===== config.mk =====
export PLATFORM = sky130hd
export DESIGN_NAME = lpmf_ctrl
export DESIGN_NICKNAME = d
export VERILOG_FILES = /design/src/sv/length_prefixed_message_fifo_top_defines.svh /design/src/sv/lpmf_pkg.sv /design/src/sv/lpmf_ctrl.sv
export SDC_FILE = /design/constraint.sdc
export NUM_CORES = 1
export LEC_CHECK = 0
export BUFFER_PORTS_ARGS = -buffer_cell sky130_fd_sc_hd__buf_4
export CORE_AREA = 2 2 39 41
export DETAILED_ROUTE_END_ITERATION = 7
export DIE_AREA = 0 0 41 43
export MAX_ROUTING_LAYER = met4
export PLACE_DENSITY = 0.42
export SYNTH_ARGS = -nofsm -noshare
export SYNTH_HDL_FRONTEND = slang
export SYNTH_SLANG_ARGS = --single-unit

===== constraint.sdc =====
create_clock -name clk -period 1.2 [get_ports clk]
set_input_delay 0.12 -clock clk [delete_from_list [all_inputs] [get_ports clk]]
set_output_delay 0.12 -clock clk [all_outputs]
set_load 0.03 [all_outputs]

===== src/sv/length_prefixed_message_fifo_top_defines.svh =====
// assertion macros for the length-prefixed message fifo
`ifndef LENGTH_PREFIXED_MESSAGE_FIFO_TOP_DEFINES_SVH
`define LENGTH_PREFIXED_MESSAGE_FIFO_TOP_DEFINES_SVH

// property checked on every clock edge outside reset
`define LPMF_ASSERT(label, prop, msg) \
	label: assert property (@(posedge clk) disable iff (!arst_n) prop) else $error(msg);

// condition that must never hold
`define LPMF_NEVER(label, cond, msg) \
	`LPMF_ASSERT(label, !(cond), msg)

`endif


===== src/sv/lpmf_pkg.sv =====
// shared constants, codes and control types of the message fifo
package lpmf_pkg;

	localparam int CAPACITY    = 4096;
	localparam int MAX_MESSAGE = 255;
	localparam int ADDR_W      = $clog2(CAPACITY);
	localparam int PTR_W       = ADDR_W + 1;
	localparam int SUM_W       = ((PTR_W > 9) ? PTR_W : 9) + 1;

	typedef enum logic [2:0] {
		ST_STORED    = 3'd0,
		ST_COMMITTED = 3'd1,
		ST_DISCARDED = 3'd2,
		ST_EMPTY     = 3'd3,
		ST_DELIVERED = 3'd4
	} status_t;

	typedef enum logic [4:0] {
		S_IDLE    = 5'b00001,
		S_EXEC    = 5'b00010,
		S_PUSH    = 5'b00100,
		S_POP_LEN = 5'b01000,
		S_POP_OUT = 5'b10000
	} state_t;

	typedef struct packed {
		logic load_in;
		logic len_wr;
		logic rd_len;
		logic push_upd;
		logic rd_byte;
		logic pop_out;
	} cmd_t;

	typedef struct packed {
		logic is_push;
		logic empty;
		logic first_accept;
		logic out_free;
	} sts_t;

endpackage


===== src/sv/lpmf_ctrl.sv =====
// controller state machine sequencing push and pop operations
module lpmf_ctrl import lpmf_pkg::*; (
	input  logic clk,
	input  logic arst_n,
	input  logic s_tvalid,
	output logic s_tready,
	input  sts_t sts,
	output cmd_t cmd
);

	state_t state_q, state_d;

	always_ff @(posedge clk or negedge arst_n) begin
		if (!arst_n) begin
			state_q <= S_IDLE;
		end else begin
			state_q <= state_d;
		end
	end

	always_comb begin
		state_d  = state_q;
		cmd      = '0;
		s_tready = 1'b0;
		unique case (state_q)
			S_IDLE: begin
				s_tready    = 1'b1;
				cmd.load_in = s_tvalid;
				if (s_tvalid) begin
					state_d = S_EXEC;
				end
			end
			S_EXEC: begin
				priority if (sts.is_push) begin
					cmd.len_wr = sts.first_accept;
					state_d    = S_PUSH;
				end else if (sts.empty) begin
					state_d = S_POP_OUT;
				end else begin
					cmd.rd_len = 1'b1;
					state_d    = S_POP_LEN;
				end
			end
			S_PUSH: begin
				cmd.push_upd = sts.out_free;
				if (sts.out_free) begin
					state_d = S_IDLE;
				end
			end
			S_POP_LEN: begin
				cmd.rd_byte = 1'b1;
				state_d     = S_POP_OUT;
			end
			S_POP_OUT: begin
				cmd.pop_out = sts.out_free;
				if (sts.out_free) begin
					state_d = S_IDLE;
				end
			end
			default: begin
				state_d = S_IDLE;
			end
		endcase
	end

endmodule


# Yosys cells after proc, flatten, opt, wreduce, memory -nomap -nowiden
# Index checks and enable logic that the tools add are counted.
# totals
register_bits,5
latch_bits,0
ramBits,0
romBits,0
input_bits,7
out_inout_bits,7
memories,0
# classes
n_addsub,0
n_mul,0
div,0
magnitude_cmp,0
n_eq_ne,7
shifts,0
n_mux,14
bitwise,0
reduce_logical,2
# ops
cell,count
2-to-1 mux 5 bit,4
one-hot mux 5 bit (4 select lines),1
2-to-1 mux 1 bit,8
"== test 5 x 1 -> 1 bit, second input constant",1
"== test 5 x 2 -> 1 bit, second input constant",1
"== test 5 x 3 -> 1 bit, second input constant",1
"== test 5 x 4 -> 1 bit, second input constant",1
"== test 5 bit, second input constant",1
2-to-1 mux 2 bit,1
"!= test 2 x 1 -> 1 bit, second input constant",1
"!= test 2 bit, second input constant",1
AND reduction 2 bit,1
OR reduction 2 bit,1

# Logic depth before layout (Yosys ltp)
# Gate-level depths: netlist of run 1.
# depth
ltp_word,4
ltp_mapped,3
ltp_nobuf,3

# Least setup slack after synthesis of run 1
# No wires, ideal clock.
# synth_path
kind,reg-to-output
startpoint,reg state_q[4]
endpoint,out cmd[3] in the netlist's numbering
arrival_ps,1813
required_ps,1080
path_slack_ps,-733
path_stages_with_launch,4
cell_sequence,dfrtp_1 or3_4 nor3b_4 nor3b_1
# synth_rtl
element,line,text
from (decl),lpmf_ctrl.sv:11,"state_t state_q, state_d;"
from (signal assigned),lpmf_ctrl.sv:17,state_q <= state_d;
to (decl),lpmf_ctrl.sv:8,output cmd_t cmd

==> flow_summary.toml, run 1 <==
[die]
die_y_um = 43
io_pins = 14
core_um2 = 1380
rows = 14
start_util_pct = 21.9
die_area_um2 = 1760
dieWidth_um = 41

[global_route]
grt_max_degree = 7
grt_pass1_vias = 402
grt-ovfl-total = 0
antenna_found_initial = 0
grt_use_total_pct = 13.8
grt_pass1_wl_um = 1600

[drt]
vias = 388
ant_nets = 0
wl_per_cell_um = 12.7
drc = 0
routed_wl_um = 1030
vias_per_cell = 4.79
drtPass1Iterations = 4
drt-initial-drc-count = 3

[final_layout]
largestRegisters = "state_q x5"
layout-drive-gt1-share_pct = 80.0
top_register = "state_q"
largest_reg_flops = 5
antenna_cells = 0
area_growth_pct = 143
n_fill_cell = 128
layout.nets = 73

[logic_synthesis]
synth.cells.most_frequent = "4 x dfrtp_1, 4 x nor3_1, 3 x nor2_1, 3 x nor3b_1"
synth-edff-count = 0
synth_cell_type_count = 19
synth_area_leaders = "dfrtp_1 33%, dfstp_2 8.7%, nor3b_1 7.4%"
ys_seq_area_share_pct = 41.7
syn_inst = 31
synth_top_cell_by_area = "dfrtp_1"
syn-num-nets = 38
synth_top_area_share_pct = 33.1
ys_ff_latch = 5
syn_area_um2 = 303
synth_area_per_cell_um2 = 9.77
async_reset_ff_share_pct = 100
synth-main-ff-cell = "dfrtp_1"
ys_warn_count = 0

[critical_path]
slowest_stage = "or3_4"
worstSetupStartpointType = "flip-flop"
r2r_setup_slack_ps = -270
path_cells = "or3_4 > nor3b_4 > nor3b_4 > buf_6"
cp.arrival_ps = 1610
setup.worst_path.class = "reg -> out"
cp.depth = 4
rr_worst_depth = 5
crit_required_ps = 1080
cp_top_family = "simple AND/OR/NAND/NOR gates"
cpMostUsedCell = "nor3b_4"
crit_buf_inv = 1
cp_max_fo = 3
end_kind = "output pin"
slowest_delay_ps = 400

[timing]
hold_viol_final = 0
finClkSkew_ps = 0.672
setup_slack_ps = -526
fmax_ghz = 0.579
relSlewSlack_pct = 79.8
rsz0062_at_grt = "yes"
fin_tns_setup_ps = -3640
period_share_pct = 144
tightest_slew_ps = 303
setup_violations = 11
period_needed_ps = 1730
slew_violations = 0

[pwr]
p_sw_w = 0.000487
p_seq_share_pct = 23.3
ir_drop_uv = 839
power_frac_comb_pct = 61.5
intPower_w = 0.000765
p_per_area_nw_per_um2 = 1710
sw_frac_of_total_pct = 38.9
p_leak_nw = 0.322
pwr-share-clk_pct = 15.2

[clock_network]
cts.clk_slew.worst_paths_ps = 40
clockBufferDepth = 2
clockRootBuffer = "clkbuf_4"
insertion_delay_ps = 240
cts_tree = "done"
htree_levels = 1
cts_sinks = 5
numCtsBuffers = 3

[place]
dpl_worst_slack_ps = -278
gp_congestion = 0.761
dp_hpwl_um = 694
io_buffers = 13

[run_status]
status = "complete, but fails checks"
violations = "negative setup slack"

[run]
drv_cap = 0

[worst_hold_path]
worstHoldPathCells = 2
hold_path_class = "in -> reg"
logic make-up after synthesis:
group	count (synthesis)	synth area share, %
AO/OA/AOI/OAI	3	7.85
buffers and inverters	1	1.24
flip-flops	5	41.7
multiplexers	1	3.72
AND/OR/NAND/NOR	21	45.5
per-layer routing:
layer | global-route usage, % | up-vias | wire length [µm]
met1 | 14.9 | 194 | 416
met4 | 6.00 | 0 | 0
li1 | - | 186 | -
met2 | 22.8 | 8 | 572
met3 | 3.14 | 0 | 37
met5 | - | - | 0
placed cells by master, fill, tap and decap left out, drive strengths merged:
cell type    count
nor2             3
nand2            2
nor3             4
a32o             1
nor4             2
or4              1
and2             1
dlygate4sd3      1
o2bb2ai          1
or3              1
buf             29
and3             1
nand2b           1
a21oi            1
inv              1
clkbuf           4
or2b             1
dfstp            1
dfrtp            4
nor3b            4
mux2             1
worst paths after layout:
| kind | from | endpoint |
|---|---|---|
| worst max register to register | state_q[4] | state_q[3] |
| max in group asynchronous | arst_n | state_q[0] |
| worst min-delay path | sts[2] | state_q[3] |
| min in group asynchronous | arst_n | state_q[1] |
| worst max-delay path | state_q[4] | cmd[3] |
| worst min register to register | state_q[2] | state_q[1] |
repair_timing:
item,4_1_cts,5_1_grt
endpoints found under the setup margin,12,12
buffers inserted,3,6
hold endpoints to repair,5,0
gates resized for setup,17,10
pin swaps,6,7
hold buffers,1,0
final cells by class:
type | count | area (µm²) | share of cell area, %
inverters | 1 | 3.75 | 0.511
repair buffers | 30 | 265 | 36.1
well taps | 16 | 20.0 | 2.73
clock buffers | 4 | 26.3 | 3.58
flip-flops and latches | 5 | 126 | 17.2
multi-input cells | 25 | 293 | 39.9
through the flow:
| stage | cells | area [µm²] | total power (W) | hold WS, ps | utilization, % |
|---|---|---|---|---|---|
| 2_1_floorplan | 31 | 335 | 0.000550 | -176 | - |
| 3_3_place_gp | 69 | 520 | 0.000782 | -79.0 | 37.6 |
| 3_5_place_dp | 69 | 520 | 0.000781 | -77.4 | 37.6 |
| 4_1_cts | 77 | 657 | 0.00110 | 69.3 | 47.5 |
| 5_1_grt | 81 | 734 | 0.00134 | 68.0 | 53.1 |
| 6_report | 81 | 734 | 0.00125 | 77.5 | 53.1 |
power by group through the flow:
stage	Combinational, W	Sequential [W]	Clock (W)
after global routing	0.000832	0.000299	0.000209
after global placement	0.000501	0.000281	0
after floorplan	0.000273	0.000277	0
after CTS	0.000622	0.000279	0.000201
final	0.000770	0.000292	0.000190
after detailed placement	0.000508	0.000273	0
Note: power is estimated with default switching activity, not from simulation.
==> run 2, diff against run 1 <==
- RECOVER_POWER: unset -> 100
==> run 2 against run 1 <==
Compared with the run above: the flow still finishes with violations (negative setup slack); final cell count unchanged; global-route usage did not move; sequential share of layout area is 0.088 points higher; final area decreased by 0.51%; clock-buffer cell count did not move; critical path type unchanged.
==> flow_summary.toml, run 2 (synthesis gave the netlist of run 1 again) <==
[run_status]
status = "complete, but fails checks"
violations = "negative setup slack"

[timing]
tightest_slew_ps = 306
setup_violations = 11
hold_viol_final = 0
setup_slack_ps = -526
finClkSkew_ps = 0.901
relSlewSlack_pct = 79.6
fmax_ghz = 0.579
period_needed_ps = 1730
rsz0062_at_grt = "yes"
fin_tns_setup_ps = -3640
slew_violations = 0
period_share_pct = 144

[drt]
routed_wl_um = 1030
drtPass1Iterations = 4
ant_nets = 0
drc = 0
vias = 389
vias_per_cell = 4.80
drt-initial-drc-count = 3
wl_per_cell_um = 12.7

[critical_path]
crit_required_ps = 1080
cp.arrival_ps = 1610
cp_max_fo = 3
setup.worst_path.class = "reg -> out"
end_kind = "output pin"
r2r_setup_slack_ps = -270
worstSetupStartpointType = "flip-flop"

[place]
gp_congestion = 0.761
placed_cell_area_um2 = 520
dp_hpwl_um = 694
io_buffers = 13
dp.cells = 69

[global_route]
grt_use_total_pct = 13.8
grt_pass1_wl_um = 1600
grt_pass1_vias = 402
grt-ovfl-total = 0
antenna_found_initial = 0
grt_max_degree = 7

[die]
dieWidth_um = 41
die_area_um2 = 1760
die_y_um = 43
core_um2 = 1380
io_pins = 14
start_util_pct = 21.9
rows = 14

[final_layout]
layout-drive-gt1-share_pct = 78.5
final_cells = 81
area_growth_pct = 141
final_common_cell = "buf_4"
final_cell_mix = "18 x buf_4, 10 x buf_6, 4 x dfrtp_1, 3 x nor3_4, 3 x clkbuf_4"
final_cell_area_um2 = 731
largest_reg_flops = 5
antenna_cells = 0
layout.nets = 73
top_register = "state_q"
largestRegisters = "state_q x5"

[pwr]
power_w = 0.00125
ir_drop_uv = 839
p_leak_nw = 0.319
p_per_area_nw_per_um2 = 1710

[clock_network]
clockRootBuffer = "clkbuf_4"
cts_sinks = 5
insertion_delay_ps = 240
cts_tree = "done"
cts.clk_slew.worst_paths_ps = 40
numCtsBuffers = 3
clockBufferDepth = 2
htree_levels = 1

[run]
drv_cap = 0

[worst_hold_path]
hold_path_class = "in -> reg"
[run 2: changes by cell type in the layout (fill, tap and decap cells not counted)]
cell      previous run  this run
buf_4               19        18
clkbuf_1             1         2
[run 2: path summary, 6_finish.rpt]
path,from,endpoint,cells past startpoint
setup / recovery,state_q[4],cmd[3],4
hold / removal,sts[2],state_q[3],2
setup reg to reg,state_q[4],state_q[3],5
hold reg to reg,state_q[2],state_q[1],3
max in group asynchronous,arst_n,state_q[0],2
min in group asynchronous,arst_n,state_q[1],2
[run 2: cell type report]
type / count / area [µm²]
clock buffer: 4 / 26.3
tap: 16 / 20.0
multi-input combinational: 25 / 293
sequential: 5 / 126
timing repair buffer: 30 / 262
inverter: 1 / 3.75
fill: 130 / 653
[run 2: repair_timing]
action / in CTS / in global routing
gates resized for setup: 17 / 10
hold buffers: 1 / 0
endpoints found under the setup margin: 12 / 12
buffers inserted: 3 / 6
pin swaps: 6 / 7
endpoints found under the hold margin: 5 / 0
[run 2: per-layer routing]
| metal | track usage [%] | vias to the layer above | wire length, µm |
|---|---|---|---|
| li1 | - | 186 | - |
| met1 | 14.9 | 195 | 417 |
| met2 | 22.8 | 8 | 572 |
| met3 | 3.14 | 0 | 37 |
| met4 | 6.00 | 0 | 0 |
| met5 | - | - | 0 |
[run 2: metrics by stage]
step,setup slack (ps),hold slack [ps],util (%)
6_report,-526,77.5,52.8
5_1_grt,-590,68.0,52.8
4_1_cts,-529,69.3,47.5
3_5_place_dp,-278,-77.4,37.6
3_3_place_gp,-250,-79.0,37.6
2_1_floorplan,-365,-176,-
[run 2: where the power goes]
group | switching [W] | internal (W) | total (W)
clock network | 0.0000649 | 0.000125 | 0.000190
registers | 0.0000743 | 0.000218 | 0.000292
logic | 0.000349 | 0.000420 | 0.000769
total | 0.000488 | 0.000764 | 0.00125
[run 2: worst max-delay path, cell delays in order, from the launching register on]
cell	delay, ps
dfrtp_1	370
or3_4	400
nor3b_4	220
nor3b_4	220
buf_6	150
==> run 3, diff against run 2 <==
- PLACE_DENSITY: 0.42 -> 0.48
==> run 3 against run 2 <==
Compared with the run above: the flow still finishes with violations (negative setup slack); final area decreased by 0.68%; final cell count decreased by 1.2%; worst hold slack improved by 14 ps; core utilization decreased by 0.36 points; total power increased by 3.2%; clock power decreased by 2%; first-iteration DRC count decreased by 67%; flip-flop and latch count unchanged; register-to-register slack improved by 40 ps; largest power group unchanged; highest routed layer unchanged.
==> flow_summary.toml, run 3 (synthesis gave the netlist of run 1 again) <==
[global_route]
antenna_found_initial = 0
grt_pass1_vias = 368
grt_pass1_wl_um = 1670
grt_max_degree = 7
grt-ovfl-total = 0
grt_use_total_pct = 14.4

[critical_path]
slowest_stage = "or3_4"
slowest_delay_ps = 410
cpMostUsedCell = "nor3b_4"
cp.arrival_ps = 1590
rr_endpoint = "state_q[3]"
worstSetupStartpointType = "flip-flop"
crit_required_ps = 1080
critical_path.startpoint = "state_q[4]"
endpoint = "cmd[3]"
path_cells = "or3_4 > nor3b_4 > nor3b_4 > buf_6"
setup.worst_path.class = "reg -> out"
r2r_setup_slack_ps = -230
r2r-start = "state_q[4]"
rr_worst_depth = 4
end_kind = "output pin"
cp_max_fo = 3

[timing]
rsz0062_at_grt = "yes"
finClkSkew_ps = 1.44
relSlewSlack_pct = 84.2
hold_viol_final = 0
period_share_pct = 143
fmax_ghz = 0.585
period_needed_ps = 1710
setup_slack_ps = -510
setup_violations = 11
tightest_slew_ps = 235
slew_violations = 0

[clock_network]
cts.clk_slew.worst_paths_ps = 40
clockRootBuffer = "clkbuf_4"
htree_levels = 1
numCtsBuffers = 3
insertion_delay_ps = 230
clockBufferDepth = 2
cts_tree = "done"
cts_sinks = 5

[worst_hold_path]
hold_path_class = "in -> reg"

[die]
dieWidth_um = 41
die_area_um2 = 1760
rows = 14
start_util_pct = 21.9
die_y_um = 43
core_um2 = 1380
io_pins = 14

[final_layout]
layout.nets = 72
n_fill_cell = 132
final_cell_mix = "17 x buf_4, 10 x buf_6, 4 x nor3b_4, 4 x dfrtp_1"
seq_area_um2 = 126
final_util_pct = 52.4
largestRegisters = "state_q x5"
final_common_cell = "buf_4"
largest_reg_flops = 5
area_growth_pct = 140
antenna_cells = 0
top_register = "state_q"
final_cell_area_um2 = 726
multi_input_area_um2 = 295
layout-drive-gt1-share_pct = 78.1

[place]
dp_hpwl_um = 691
gp_congestion = 0.765
placed_cell_area_um2 = 520
io_buffers = 13

[pwr]
p_leak_nw = 0.315
p_per_area_nw_per_um2 = 1780
ir_drop_uv = 832
power_w = 0.00129

[run_status]
violations = "negative setup slack"
status = "complete, but fails checks"

[drt]
drc = 0
drt-initial-drc-count = 1
drtPass1Iterations = 2
vias_per_cell = 4.43
routed_wl_um = 1020
wl_per_cell_um = 12.8
ant_nets = 0
vias = 354

[run]
drv_cap = 0
==> run 3: cell count changes in the layout (fill, tap and decap cells not counted) <==
| cell | previous run | this run |
|---|---|---|
| nor3b_4 | 2 | 4 |
| nor4_2 | 0 | 2 |
| buf_4 | 18 | 17 |
| nor4_4 | 2 | 0 |
| o2bb2ai_4 | 0 | 1 |
| nor2_4 | 1 | 0 |
| nor2_2 | 1 | 2 |
| o2bb2ai_2 | 1 | 0 |
| nor3b_2 | 2 | 0 |
==> run 3: what timing repair did <==
item | 4_1_cts | 5_1_grt
pin swaps | 8 | 4
endpoints found under the setup margin | 12 | 12
endpoints found under the hold margin | 5 | 0
resized for setup | 21 | 7
hold buffers | 1 | 0
setup buffers | 5 | 5
==> run 3: area by class of cell <==
class / instances / area share (%)
clock buffer: 4 / 3.62
inverter: 1 / 0.517
multi-input combinational: 25 / 40.7
sequential: 5 / 17.4
tap: 16 / 2.76
timing repair buffer: 29 / 35.0
==> run 3: through the flow <==
| stage | hold WS (ps) | std cells | TNS, ps | setup WS, ps |
|---|---|---|---|---|
| 2_1_floorplan | -176 | 31 | -1620 | -365 |
| 3_3_place_gp | -79.6 | 69 | -1540 | -249 |
| 3_5_place_dp | -77.5 | 69 | -1770 | -278 |
| 4_1_cts | 83.6 | 78 | -3660 | -528 |
| 5_1_grt | 93.0 | 80 | -3980 | -573 |
| 6_report | 91.0 | 80 | -3310 | -510 |
==> run 3: metal layers <==
metal / up-vias / track usage [%] / part of all wire, %
li1: 182 / - / -
met1: 165 / 17.3 / 41
met2: 7 / 23.4 / 56
met3: 0 / 1.57 / 2.9
met4: 0 / 6.00 / 0
met5: - / - / 0
==> run 3: how the worst min path moves through the flow <==
stage,from,cells past startpoint,to,slack (ps)
final,sts[2],2,state_q[3],90
after global routing,sts[2],2,state_q[3],90
after CTS,sts[2],2,state_q[3],80
after detailed placement,arst_n,1,state_q[2],-80
after global placement,arst_n,1,state_q[1],-80
after floorplan,arst_n,0,state_q[1],-180
==> run 3: worst max-delay path: cells and delay by family (launching register included) <==
| family | cells | cell delay, ps |
|---|---|---|
| and+or+nand+nor | 3 | 830 |
| DFF | 1 | 370 |
| buffers and inverters | 1 | 150 |
==> run 3: power by group <==
group          switching [W]  internal [W]  leakage [nW]
clock              0.0000610      0.000125        0.0150
sequential         0.0000497      0.000218        0.0651
combinational       0.000374      0.000463         0.235
